==> src/hw/rtl/time_window_rule_trigger_defines.svh <==
// Assertion macros shared by the rule trigger RTL.
`ifndef TIME_WINDOW_RULE_TRIGGER_DEFINES_SVH
`define TIME_WINDOW_RULE_TRIGGER_DEFINES_SVH

// Same-cycle implication, sampled on clock, off during reset.
`define TWRT_ASSERT_NOW(label, ante, cons, msg) \
   label: assert property (@(posedge clock) disable iff (reset) (ante) |-> (cons)) \
      else $error(msg);

// Next-cycle implication, sampled on clock, off during reset.
`define TWRT_ASSERT_NEXT(label, ante, cons, msg) \
   label: assert property (@(posedge clock) disable iff (reset) (ante) |=> (cons)) \
      else $error(msg);

`endif

==> src/hw/rtl/twrt_pkg.sv <==
// Types and constants of the time-window rule trigger.
package twrt_pkg;

   // Field widths
   localparam int unsigned NOW_W   = 32;
   localparam int unsigned TOD_W   = 17;
   localparam int unsigned BITS_W  = 8;
   localparam int unsigned WIN_W   = 18;
   localparam int unsigned MINEV_W = 4;
   localparam int unsigned PER_W   = 24;
   localparam int unsigned CSR_W   = 24;
   localparam int unsigned IDX_W   = 3;
   localparam int unsigned CNT_W   = 4;

   // Conditions and events actually wired up
   localparam int unsigned MAX_CONDITIONS = 8;
   localparam int unsigned MAX_EVENTS     = 8;

   localparam logic [BITS_W-1:0] COND_USE_MASK = (MAX_CONDITIONS >= BITS_W) ?
      {BITS_W{1'b1}} : BITS_W'((64'd1 << MAX_CONDITIONS) - 64'd1);
   localparam logic [BITS_W-1:0] EVENT_USE_MASK = (MAX_EVENTS >= BITS_W) ?
      {BITS_W{1'b1}} : BITS_W'((64'd1 << MAX_EVENTS) - 64'd1);

   // Register indexes
   typedef enum logic [IDX_W-1:0] {
      CSR_RULE_MODE   = 3'd0,
      CSR_WINDOW_FROM = 3'd1,
      CSR_WINDOW_TO   = 3'd2,
      CSR_MIN_EVENTS  = 3'd3,
      CSR_PERIOD      = 3'd4,
      CSR_COND_MASK   = 3'd5,
      CSR_EVENT_MASK  = 3'd6
   } csr_index_type;

   typedef enum logic [1:0] {
      MODE_OFF        = 2'd0,
      MODE_MONOSTABLE = 2'd1,
      MODE_BISTABLE   = 2'd2
   } mode_type;

   typedef enum logic {
      OP_UPDATE = 1'b0,
      OP_TICK   = 1'b1
   } opcode_type;

   typedef enum logic [1:0] {
      ACT_NONE   = 2'd0,
      ACT_ON     = 2'd1,
      ACT_OFF    = 2'd2,
      ACT_REPEAT = 2'd3
   } action_type;

   // Configuration as seen by the engine
   typedef struct packed {
      logic [1:0]              rule_mode;
      logic signed [WIN_W-1:0] window_from;
      logic signed [WIN_W-1:0] window_to;
      logic [MINEV_W-1:0]      min_events;
      logic [PER_W-1:0]        period;
      logic [BITS_W-1:0]       cond_mask;
      logic [BITS_W-1:0]       event_mask;
   } cfg_type;

   // One registered input transaction
   typedef struct packed {
      logic              opcode;
      logic [NOW_W-1:0]  now;
      logic [TOD_W-1:0]  time_of_day;
      logic [BITS_W-1:0] cond_bits;
      logic [BITS_W-1:0] event_bits;
   } item_type;

   typedef struct packed {
      action_type action;
      logic       is_on;
   } result_type;

endpackage

==> src/hw/rtl/twrt_if.sv <==
// Request and response channel interfaces of the rule trigger.
interface twrt_req_if;
   logic                          valid;
   logic                          ready;
   logic                          opcode;
   logic [twrt_pkg::NOW_W-1:0]    now;
   logic [twrt_pkg::TOD_W-1:0]    time_of_day;
   logic [twrt_pkg::BITS_W-1:0]   cond_bits;
   logic [twrt_pkg::BITS_W-1:0]   event_bits;

   modport source (output valid, opcode, now, time_of_day, cond_bits, event_bits,
                   input ready);
   modport sink (input valid, opcode, now, time_of_day, cond_bits, event_bits,
                 output ready);
endinterface

interface twrt_rsp_if;
   logic       valid;
   logic       ready;
   logic [1:0] action;
   logic       is_on;

   modport source (output valid, action, is_on, input ready);
   modport sink (input valid, action, is_on, output ready);
endinterface

==> src/hw/rtl/twrt_csr.sv <==
// Configuration register file of the rule trigger.
module twrt_csr (
   input  logic                        clock,
   input  logic                        reset,
   input  logic                        csr_we,
   input  logic [twrt_pkg::IDX_W-1:0]  csr_index,
   input  logic [twrt_pkg::CSR_W-1:0]  csr_wdata,
   output twrt_pkg::cfg_type           cfg
);

   twrt_pkg::cfg_type cfg_ff;
   twrt_pkg::cfg_type cfg_in;

   // Register decode; unknown indexes are dropped
   always_comb begin
      cfg_in = cfg_ff;
      if (csr_we) begin
         unique case (csr_index)
            twrt_pkg::CSR_RULE_MODE:   cfg_in.rule_mode   = csr_wdata[1:0];
            twrt_pkg::CSR_WINDOW_FROM: cfg_in.window_from = csr_wdata[twrt_pkg::WIN_W-1:0];
            twrt_pkg::CSR_WINDOW_TO:   cfg_in.window_to   = csr_wdata[twrt_pkg::WIN_W-1:0];
            twrt_pkg::CSR_MIN_EVENTS:  cfg_in.min_events  = csr_wdata[twrt_pkg::MINEV_W-1:0];
            twrt_pkg::CSR_PERIOD:      cfg_in.period      = csr_wdata[twrt_pkg::PER_W-1:0];
            twrt_pkg::CSR_COND_MASK:   cfg_in.cond_mask   = csr_wdata[twrt_pkg::BITS_W-1:0];
            twrt_pkg::CSR_EVENT_MASK:  cfg_in.event_mask  = csr_wdata[twrt_pkg::BITS_W-1:0];
            default: ;
         endcase
      end
   end

   always_ff @(posedge clock) begin
      if (reset) begin
         cfg_ff.rule_mode   <= twrt_pkg::MODE_OFF;
         cfg_ff.window_from <= '1;
         cfg_ff.window_to   <= '1;
         cfg_ff.min_events  <= '0;
         cfg_ff.period      <= '0;
         cfg_ff.cond_mask   <= '0;
         cfg_ff.event_mask  <= '0;
      end else begin
         cfg_ff <= cfg_in;
      end
   end

   assign cfg = cfg_ff;

endmodule

==> src/hw/rtl/twrt_engine.sv <==
// Rule state (active flag, deadline) and the per-transaction decision.
`include "time_window_rule_trigger_defines.svh"

module twrt_engine (
   input  logic                  clock,
   input  logic                  reset,
   input  logic                  fire,
   input  twrt_pkg::item_type    item,
   input  twrt_pkg::cfg_type     cfg,
   output twrt_pkg::result_type  result
);

   logic                            rule_on_ff;
   logic                            rule_on_in;
   logic [twrt_pkg::NOW_W-1:0]      deadline_ff;
   logic [twrt_pkg::NOW_W-1:0]      deadline_in;
   twrt_pkg::action_type            action;

   logic signed [twrt_pkg::WIN_W-1:0] tod_s;
   logic                              win_open;
   logic [twrt_pkg::BITS_W-1:0]       cm;
   logic [twrt_pkg::BITS_W-1:0]       em_bits;
   logic                              conds_ok;
   logic [twrt_pkg::CNT_W-1:0]        ev_count;
   logic                              enough_events;
   logic [twrt_pkg::NOW_W:0]          sum;
   logic [twrt_pkg::NOW_W-1:0]        new_deadline;
   logic                              bi_enable;

   // Enable window, wrapping past midnight when start is after end; open whenever either bound is negative
   assign tod_s = $signed({1'b0, item.time_of_day});
   assign win_open = cfg.window_from[twrt_pkg::WIN_W-1] || cfg.window_to[twrt_pkg::WIN_W-1]
      || ((cfg.window_from < cfg.window_to) && (cfg.window_from <= tod_s)
          && (tod_s <= cfg.window_to))
      || ((cfg.window_from > cfg.window_to) && ((cfg.window_from <= tod_s)
          || (tod_s <= cfg.window_to)));

   // Masked conditions and event count
   assign cm       = cfg.cond_mask & twrt_pkg::COND_USE_MASK;
   assign conds_ok = (item.cond_bits & cm) == cm;
   assign em_bits  = item.event_bits & cfg.event_mask & twrt_pkg::EVENT_USE_MASK;

   always_comb begin
      ev_count = '0;
      for (int i = 0; i < twrt_pkg::BITS_W; i++) begin
         ev_count = ev_count + twrt_pkg::CNT_W'(em_bits[i]);
      end
   end

   assign enough_events = ev_count >= cfg.min_events;
   assign bi_enable     = win_open && conds_ok;

   // now + period, saturating
   assign sum          = {1'b0, item.now} + (twrt_pkg::NOW_W + 1)'(cfg.period);
   assign new_deadline = sum[twrt_pkg::NOW_W] ? '1 : sum[twrt_pkg::NOW_W-1:0];

   // Next state and action
   always_comb begin
      rule_on_in  = rule_on_ff;
      deadline_in = deadline_ff;
      action      = twrt_pkg::ACT_NONE;
      case (cfg.rule_mode)
         twrt_pkg::MODE_MONOSTABLE: begin
            if (item.opcode == twrt_pkg::OP_UPDATE) begin
               if (!win_open || !conds_ok) begin
                  if (rule_on_ff) begin
                     rule_on_in = 1'b0;
                     action     = twrt_pkg::ACT_OFF;
                  end
               end else if (enough_events) begin
                  // retrigger pushes the deadline out
                  deadline_in = new_deadline;
                  if (!rule_on_ff) begin
                     rule_on_in = 1'b1;
                     action     = twrt_pkg::ACT_ON;
                  end
               end
            end else if (rule_on_ff && (item.now > deadline_ff)) begin
               rule_on_in = 1'b0;
               action     = twrt_pkg::ACT_OFF;
            end
         end
         twrt_pkg::MODE_BISTABLE: begin
            if (item.opcode == twrt_pkg::OP_UPDATE) begin
               if (bi_enable && !rule_on_ff) begin
                  rule_on_in = 1'b1;
                  action     = twrt_pkg::ACT_ON;
               end else if (rule_on_ff && !bi_enable) begin
                  rule_on_in = 1'b0;
                  action     = twrt_pkg::ACT_OFF;
               end
               if (rule_on_in && (cfg.period != '0)) begin
                  deadline_in = new_deadline;
               end
            end else if (rule_on_ff && (cfg.period != '0) && (item.now > deadline_ff)) begin
               action      = twrt_pkg::ACT_REPEAT;
               deadline_in = new_deadline;
            end
         end
         default: ;
      endcase
   end

   // State registers move only when a transaction is processed
   always_ff @(posedge clock) begin
      if (reset) begin
         rule_on_ff  <= 1'b0;
         deadline_ff <= '0;
      end else if (fire) begin
         rule_on_ff  <= rule_on_in;
         deadline_ff <= deadline_in;
      end
   end

   assign result.action = action;
   assign result.is_on  = rule_on_in;

   `TWRT_ASSERT_NOW(a_on_sets_flag, fire && (result.action == twrt_pkg::ACT_ON), result.is_on, "turn-on reported with rule inactive")
   `TWRT_ASSERT_NOW(a_off_clears_flag, fire && (result.action == twrt_pkg::ACT_OFF), !result.is_on && rule_on_ff, "turn-off reported without a prior active rule")
   `TWRT_ASSERT_NOW(a_repeat_bistable, fire && (result.action == twrt_pkg::ACT_REPEAT), (cfg.rule_mode == twrt_pkg::MODE_BISTABLE) && rule_on_ff && (cfg.period != '0), "repeat outside an active bistable rule")
   `TWRT_ASSERT_NEXT(a_state_holds, !fire, $stable(rule_on_ff) && $stable(deadline_ff), "rule state changed with no transaction")

endmodule

==> src/hw/rtl/time_window_rule_trigger.sv <==
// Top level of the time-window rule trigger.
//
//   channel   direction  handshake             payload
//   req_chan  in         valid / ready         opcode, now, time_of_day, cond_bits, event_bits
//   rsp_chan  out        valid / ready         action, is_on
//   csr_*     in         csr_we (no back-pressure) csr_index, csr_wdata
//
// One transaction per cycle sustained while rsp_chan.ready holds; an accepted transaction
// passes the input register, the decision logic and the result register before rsp_chan.
// Reset is synchronous, active high: rule inactive, deadline zero, registers at defaults.
// A stalled result holds in its register while the input register takes one more
// transaction; with both full, req_chan.ready follows rsp_chan.ready.
module time_window_rule_trigger (
   input  logic                        clock,
   input  logic                        reset,
   twrt_req_if.sink                    req_chan,
   twrt_rsp_if.source                  rsp_chan,
   input  logic                        csr_we,
   input  logic [twrt_pkg::IDX_W-1:0]  csr_index,
   input  logic [twrt_pkg::CSR_W-1:0]  csr_wdata
);

   twrt_pkg::cfg_type    cfg;
   twrt_pkg::item_type   item_ff;
   twrt_pkg::result_type result;
   logic                 item_valid_ff;
   logic                 rsp_valid_ff;
   logic [1:0]           rsp_action_ff;
   logic                 rsp_is_on_ff;
   logic                 advance;
   logic                 req_fire;

   twrt_csr u_csr (
      .clock     (clock),
      .reset     (reset),
      .csr_we    (csr_we),
      .csr_index (csr_index),
      .csr_wdata (csr_wdata),
      .cfg       (cfg)
   );

   // Handshakes
   assign advance        = item_valid_ff && (!rsp_valid_ff || rsp_chan.ready);
   assign req_chan.ready = !item_valid_ff || advance;
   assign req_fire       = req_chan.valid && req_chan.ready;

   // Input register
   always_ff @(posedge clock) begin
      if (reset) begin
         item_valid_ff <= 1'b0;
      end else if (req_chan.ready) begin
         item_valid_ff <= req_chan.valid;
      end
   end

   always_ff @(posedge clock) begin
      if (req_fire) begin
         item_ff.opcode      <= req_chan.opcode;
         item_ff.now         <= req_chan.now;
         item_ff.time_of_day <= req_chan.time_of_day;
         item_ff.cond_bits   <= req_chan.cond_bits;
         item_ff.event_bits  <= req_chan.event_bits;
      end
   end

   twrt_engine u_engine (
      .clock  (clock),
      .reset  (reset),
      .fire   (advance),
      .item   (item_ff),
      .cfg    (cfg),
      .result (result)
   );

   // Result register
   always_ff @(posedge clock) begin
      if (reset) begin
         rsp_valid_ff <= 1'b0;
      end else if (advance) begin
         rsp_valid_ff <= 1'b1;
      end else if (rsp_chan.ready) begin
         rsp_valid_ff <= 1'b0;
      end
   end

   always_ff @(posedge clock) begin
      if (advance) begin
         rsp_action_ff <= result.action;
         rsp_is_on_ff  <= result.is_on;
      end
   end

   assign rsp_chan.valid  = rsp_valid_ff;
   assign rsp_chan.action = rsp_action_ff;
   assign rsp_chan.is_on  = rsp_is_on_ff;

endmodule
==> src/flat_wrapper.sv <==
// flat-port wrapper written by rule: the top's interface ports become plain ports
module time_window_rule_trigger_flat 
  (clock, reset, csr_we, csr_index, csr_wdata, req_chan_valid, req_chan_opcode, req_chan_now, req_chan_time_of_day, req_chan_cond_bits, req_chan_event_bits, req_chan_ready, rsp_chan_valid, rsp_chan_action, rsp_chan_is_on, rsp_chan_ready);
  twrt_req_if req_chan_i ();
  twrt_rsp_if rsp_chan_i ();
  input  logic clock;
  input  logic reset;
  input  logic csr_we;
  input  logic [twrt_pkg::IDX_W-1:0] csr_index;
  input  logic [twrt_pkg::CSR_W-1:0] csr_wdata;
  input wire logic [$bits(req_chan_i.valid)-1:0] req_chan_valid;
  input wire logic [$bits(req_chan_i.opcode)-1:0] req_chan_opcode;
  input wire logic [$bits(req_chan_i.now)-1:0] req_chan_now;
  input wire logic [$bits(req_chan_i.time_of_day)-1:0] req_chan_time_of_day;
  input wire logic [$bits(req_chan_i.cond_bits)-1:0] req_chan_cond_bits;
  input wire logic [$bits(req_chan_i.event_bits)-1:0] req_chan_event_bits;
  output wire logic [$bits(req_chan_i.ready)-1:0] req_chan_ready;
  output wire logic [$bits(rsp_chan_i.valid)-1:0] rsp_chan_valid;
  output wire logic [$bits(rsp_chan_i.action)-1:0] rsp_chan_action;
  output wire logic [$bits(rsp_chan_i.is_on)-1:0] rsp_chan_is_on;
  input wire logic [$bits(rsp_chan_i.ready)-1:0] rsp_chan_ready;
  assign req_chan_i.valid = req_chan_valid;
  assign req_chan_i.opcode = req_chan_opcode;
  assign req_chan_i.now = req_chan_now;
  assign req_chan_i.time_of_day = req_chan_time_of_day;
  assign req_chan_i.cond_bits = req_chan_cond_bits;
  assign req_chan_i.event_bits = req_chan_event_bits;
  assign req_chan_ready = req_chan_i.ready;
  assign rsp_chan_valid = rsp_chan_i.valid;
  assign rsp_chan_action = rsp_chan_i.action;
  assign rsp_chan_is_on = rsp_chan_i.is_on;
  assign rsp_chan_i.ready = rsp_chan_ready;
  time_window_rule_trigger u_core (.clock(clock), .reset(reset), .req_chan(req_chan_i), .rsp_chan(rsp_chan_i), .csr_we(csr_we), .csr_index(csr_index), .csr_wdata(csr_wdata));
endmodule
==> config.mk <==
export PLATFORM = sky130hd
export DESIGN_NAME = time_window_rule_trigger_flat
export DESIGN_NICKNAME = d
export VERILOG_FILES = /design/src/hw/rtl/twrt_pkg.sv /design/src/hw/rtl/twrt_if.sv /design/src/hw/rtl/twrt_csr.sv /design/src/hw/rtl/twrt_engine.sv /design/src/hw/rtl/time_window_rule_trigger.sv /design/src/flat_wrapper.sv
export VERILOG_INCLUDE_DIRS = /design/src /design/src/hw/rtl
export SDC_FILE = /design/constraint.sdc
export NUM_CORES = 1
export LEC_CHECK = 0
export ABC_CLOCK_PERIOD_IN_PS = 5300
export BUFFER_PORTS_ARGS = -buffer_cell sky130_fd_sc_hd__buf_2
export CORE_ASPECT_RATIO = 1.25
export CORE_UTILIZATION = 52
export DETAILED_ROUTE_END_ITERATION = 7
export GPL_TIMING_DRIVEN = 1
export HOLD_SLACK_MARGIN = 0.06
export PLACE_DENSITY = 0.7
export SLEW_MARGIN = 10
export SYNTH_ARGS = -nofsm -noshare
export SYNTH_HDL_FRONTEND = slang
export SYNTH_SLANG_ARGS = --single-unit
==> constraint.sdc <==
create_clock -name clock -period 5.3 [get_ports clock]
set_input_delay 1.06 -clock clock [delete_from_list [all_inputs] [get_ports clock]]
set_output_delay 1.06 -clock clock [all_outputs]
set_load 0.01 [all_outputs]
# Word level (Yosys, flattened, before mapping)

Index checks and enable logic that the tools add are counted.

Flip-flop bits (word level): 186
Bits of input ports: 98
Output and inout bits: 5
Word-level logic and storage cells: 116

Add/sub/neg operators: 8
Order comparisons: 6
Equal/unequal tests: 14
Multiplexer cells: 31
Bitwise logic cells: 2
Reductions and logical operators: 37

Operators with widths:

| operator                                            | number |
|---|---|
| 2-to-1 mux 32 bit                                   | 7 |
| case mux 32 bit (2 select lines)                    | 1 |
| <= comparator 18 bit                                | 2 |
| adder 32 x 24 -> 33 bit                             | 1 |
| > comparator 32 bit                                 | 1 |
| nonzero test 24 bit                                 | 1 |
| > comparator 18 bit                                 | 1 |
| less-than comparator 18 bit                         | 1 |
| adder 4 x 1 -> 4 bit                                | 4 |
| bitwise AND 8 bit                                   | 2 |
| 2-to-1 mux 2 bit                                    | 8 |
| AND reduction 2 bit                                 | 7 |
| 2-to-1 mux 1 bit                                    | 13 |
| logical AND 1 bit                                   | 12 |
| equality test 3 bit, second input constant          | 3 |
| equality test 8 bit                                 | 1 |
| logical OR 1 bit                                    | 7 |
| AND reduction 7 bit                                 | 1 |
| equality test 3 x 2 -> 1 bit, second input constant | 2 |
| zero test 1 bit                                     | 6 |
| inequality test 2 bit, second input constant        | 3 |
| adder 3 x 1 -> 4 bit                                | 1 |
| greater-or-equal comparator 4 bit                   | 1 |
| case mux 2 bit (2 select lines)                     | 1 |
| 10 further kinds                                    | 11 |

# Longest topological paths before layout

Word-level depth: 16
Gate-level depth with buffers: 20
Depth with buffers taken out: 18

# Modules after synthesis

A second synthesis with hierarchy kept.

Cells, all modules: 1,023
Area, all modules: 10,765.3 um^2

Modules (own cells, without submodules):

| module                   | instances | cells an instance | area an instance (um^2) | seq. area each (um^2) |
|---|---|---|---|---|
| twrt_engine              | 1         | 624               | 5,252.5                 | 660.6 |
| twrt_csr                 | 1         | 320               | 3,337.0                 | 1,641.6 |
| time_window_rule_trigger | 1         | 79                | 2,175.8                 | 2,112.0 |

# Least setup slack after synthesis

No wires, ideal clock.

Path type: flip-flop to flip-flop
From: register u_core.item_ff[0] (netlist name)
To: register u_core.u_engine.deadline_ff[10] (netlist name)
Library setup time: 0.095 ns
Arrival time: 4.697 ns
Data required time: 5.205 ns
Setup slack: 0.507 ns
Stages on the path, launching flop included: 19
Path buffers: 1
Clock period less this slack: 4.793 ns
Path through: edfxtp_1 and2_1 fa_1 inv_1 fa_1 fa_1 inv_1 ha_1 fa_1 xor2_1 ha_1 nor2b_1 o311ai_0 nor3_1 and3_1 a221o_1 o311a_1 buf_2 a221oi_1

Longest elaborated chain between the ends: 11

RTL lines:

| what                              | RTL line                       | text |
|---|---|---|
| from (decl)                       | time_window_rule_trigger.sv:24 | `twrt_pkg::item_type item_ff;` |
| bitwise AND 8 bit                 | twrt_engine.sv:41              | `assign em_bits = item.event_bits & cfg.event_mask & twrt_pkg::EVENT_USE_MASK;` |
| adder 1 x 1 -> 2 bit              | twrt_engine.sv:46              | `ev_count = ev_count + twrt_pkg::CNT_W'(em_bits[i]);` |
| adder 2 x 1 -> 3 bit              | twrt_engine.sv:46              |  |
| adder 3 x 1 -> 4 bit              | twrt_engine.sv:46              |  |
| adder 4 x 1 -> 4 bit (4 in a row) | twrt_engine.sv:46              |  |
| greater-or-equal comparator 4 bit | twrt_engine.sv:50              | `assign enough_events = ev_count >= cfg.min_events;` |
| inequality test 2 bit (no line)   | n/a                            |  |
| AND reduction 7 bit (no line)     | n/a                            |  |
| to (signal assigned)              | twrt_engine.sv:111             | `deadline_ff <= deadline_in;` |
| to (decl)                         | twrt_engine.sv:15              | `logic [twrt_pkg::NOW_W-1:0] deadline_ff;` |

No other way between the ends.
A chain may end at the register's enable or synchronous reset.

# Final worst setup path

Same ends and word-level chain as after synthesis.

==> flow_summary.yaml <==
synth:
  synth_seq_cells: 186
  ys.flop_type: "dfxtp_1"
  yosysSeqAreaShare_pct: 43.2
  synth_area_um2: 10200
  synth_edf_count: 69
  syn_area_per_cell_um2: 9.57
  yosys_warnings: 0
  async_reset_ff_share_pct: 0
  syn_nets: 1289
  synthCells: 1068
  ys_types: 64
critical_path:
  start_kind: "flip-flop"
  slowest_delay_ns: 0.55
  worstPathRequired_ns: 5.63
  regToRegStartpoint: "u_core.item_ff[0]"
  slowest_stage: "fa_1"
  cp.arrival_ns: 5.38
  path_max_fanout: 31
  critPathLaunch: "u_core.item_ff[0]"
  r2r_setup_slack_ns: 0.25
  crit_type: "flip-flop to flip-flop"
  worstPathCellList: "and2_1, fa_1, inv_1, fa_1, fa_1, inv_1, ha_1, fa_1, ha_1, a21oi_1, nor2b_1, o311ai_2, nor3_1, and3_1, a221o_1, o311a_1, buf_12, a221oi_1"
  cp_common_cell: "fa_1"
  end_kind: "flip-flop"
finish:
  syn_to_final_growth_pct: 13.4
  post-route-cell-area_um2: 11600
  drive_gt1_share_pct: 14.4
  antenna_cells: 0
  final_nets: 1385
place:
  dp_hpwl_um: 17700
  placed_cell_area_um2: 11000
  finalWeightedCongestion: 0.842
  io_buffers: 102
grt:
  grt_first_pass_wirelength_um: 39000
  grtUsageTotal_pct: 24.6
  antenna_found_initial: 0
  grt_overflow: 0
  first_global_vias: 7895
  grt_max_degree: 85
clock_network:
  post_cts_buffers: 0
  htree_levels: 4
  cts.path.max_buffers: 2
  clock-root-buffer: "clkbuf_16"
  cts-buffers-inserted: 17
  clock_latency_ns: 0.44
  clock_sinks: 186
  cts_tree: "built"
  clkTransAtPathRegs_ns: 0.08
timing:
  slew_headroom_pct: 33.9
  period_share_pct: 95.3
  rsz0062_at_grt: "no"
  clock.fmax_ghz: 0.198
  hold_viol: 0
  fin_tns_setup_ns: 0
  fin_worst_skew_ns: 0.0118
  maxSlewViolCount: 0
  tightest_slew_ns: 0.991
  fin_crit_ns: 5.05
  finalSetupViolCount: 0
pwr:
  pwr-share-comb_pct: 11.4
  sw_frac_of_total_pct: 27.0
  p_total_mw: 3.17
  sequentialPowerShare_pct: 49.6
  powerDensity_nw_per_um2: 274
  power_frac_clock_pct: 39.0
  power.leakage_nw: 4.89
  intPower_mw: 2.31
  p_switching_mw: 0.857
  ir_drop_mv: 0.235
die:
  design.core.area_um2: 19000
  initial_core_util_pct: 53.8
  die_y_um: 159
  rows: 56
  pin_count: 103
  die_w_um: 127
  dieArea_um2: 20200
drt:
  detail_route.vias_per_cell: 5.53
  drt_iter0_drc: 474
  vias: 7951
  drt-pass1-iter-count: 5
  wirelength_um: 23700
  drtAntennaViolNets: 0
  drc: 0
  wl_per_cell_um: 16.5
flow_run:
  cap_violations: 0
min_path:
  hold_start: "u_core.u_csr.cfg[1]"
  hold_class: "flip-flop to flip-flop"
run_status:
  status: "completed"
-- power by group through the flow --
stage          combinational [mW]  sequential [mW]  clock, mW
5_1_grt                     0.407             1.58       1.31
3_5_place_dp                0.358             1.60          0
4_1_cts                     0.362             1.57       1.26
3_3_place_gp                0.352             1.60          0
2_1_floorplan               0.238             1.59          0
6_report                    0.362             1.57       1.24
-- worst max-delay path, delay by kind of cell (launching register included) --
family          cells  cell delay, ns
simple gates        4            0.53
fa+ha+maj           6            2.54
flops               1            0.37
compound gates      5            1.18
buf+inv             3            0.30
-- routing by layer --
layer,vias to the layer above,GRT usage (%),part of all wire (%)
met5,-,0,0
met2,140,43.7,52
met1,3747,29.6,43
met3,40,3.23,2.8
li1,4024,-,-
met4,0,10.3,2.7
-- cell usage after synthesis, types with 8 or more instances --
cell type / n / share of area [%]
nand4_1: 16 / 0.98
a221oi_1: 19 / 1.6
dfxtp_1: 117 / 23
nor3_1: 14 / 0.69
ha_1: 118 / 14
a21oi_1: 87 / 4.3
a211oi_1: 11 / 0.81
xor2_1: 17 / 1.5
xnor2_1: 10 / 0.86
clkbuf_1: 25 / 0.92
o21ai_0: 26 / 1.3
nor2_1: 57 / 2.1
a21o_1: 19 / 1.4
nand2_1: 152 / 5.6
nand3b_1: 18 / 1.3
nor4_1: 9 / 0.55
nor2b_1: 15 / 0.92
nand2b_1: 15 / 0.92
a221oi_2: 11 / 1.6
edfxtp_1: 69 / 20
or3_1: 8 / 0.49
inv_1: 108 / 4.0
a211o_1: 22 / 1.9
nand3_1: 12 / 0.59
-- cell usage in the layout, fill, tap and decap left out, types with 18 or more instances in the layout --
cell type,n
nand3b_1,18
inv_1,108
a21oi_1,87
a211o_1,22
nor2_1,55
nand2_1,152
dfxtp_1,117
buf_2,101
edfxtp_1,69
o21ai_0,26
a21o_1,19
ha_1,118
-- final cells by class --
type / instances / area, um2
repair buffers: 109 / 578
fillers: 1689 / 7410
clock inverters: 15 / 149
flip-flops and latches: 186 / 4410
well taps: 261 / 327
clock buffers: 17 / 425
multi-input cells: 742 / 5280
inverters: 108 / 405
-- flip-flops by register name (all words and copies together) (netlist names) --
name and cells:
u_core.item_ff 66, u_core.u_engine.rule_on_ff 1, u_core.u_engine.deadline_ff 32, u_core.item_valid_ff 1
u_core.rsp_chan.valid 1, u_core.u_csr.cfg 82, u_core.rsp_chan.action 2, u_core.rsp_chan.is_on 1
-- cells by family after synthesis --
group	synth area share, %
AND/OR/NAND/NOR	15.6
AO/OA/AOI/OAI	17.3
flip-flops	43.2
buffers and inverters	5.39
adder cells (fa/ha/maj)	15.4
XOR/XNOR	2.31
multiplexers	0.686
-- worst paths after layout --
kind | endpoint | cells after the start
worst min-delay path | u_core.u_csr.cfg[1] | 2
worst min register to register | u_core.u_csr.cfg[1] | 2
worst max-delay path | u_core.u_engine.deadline_ff[10] | 18
worst max register to register | u_core.u_engine.deadline_ff[10] | 18
-- repair_timing --
item / CTS / global route
gates resized for setup: 0 / 4
endpoints found under the setup margin: 0 / 31
hold buffers: 0 / 0
-- stage by stage --
step           util, %  setup WS (ns)  hold slack, ns  std cells
6_report          61.0          0.247           0.454       1438
5_1_grt           61.0        0.00611           0.472       1438
4_1_cts           60.9         0.0316           0.456       1438
3_5_place_dp      57.9         0.0517           0.445       1406
3_3_place_gp      57.9          0.220           0.437       1406
2_1_floorplan        -          0.507           0.432       1068
(Power assumes the default switching activity.)
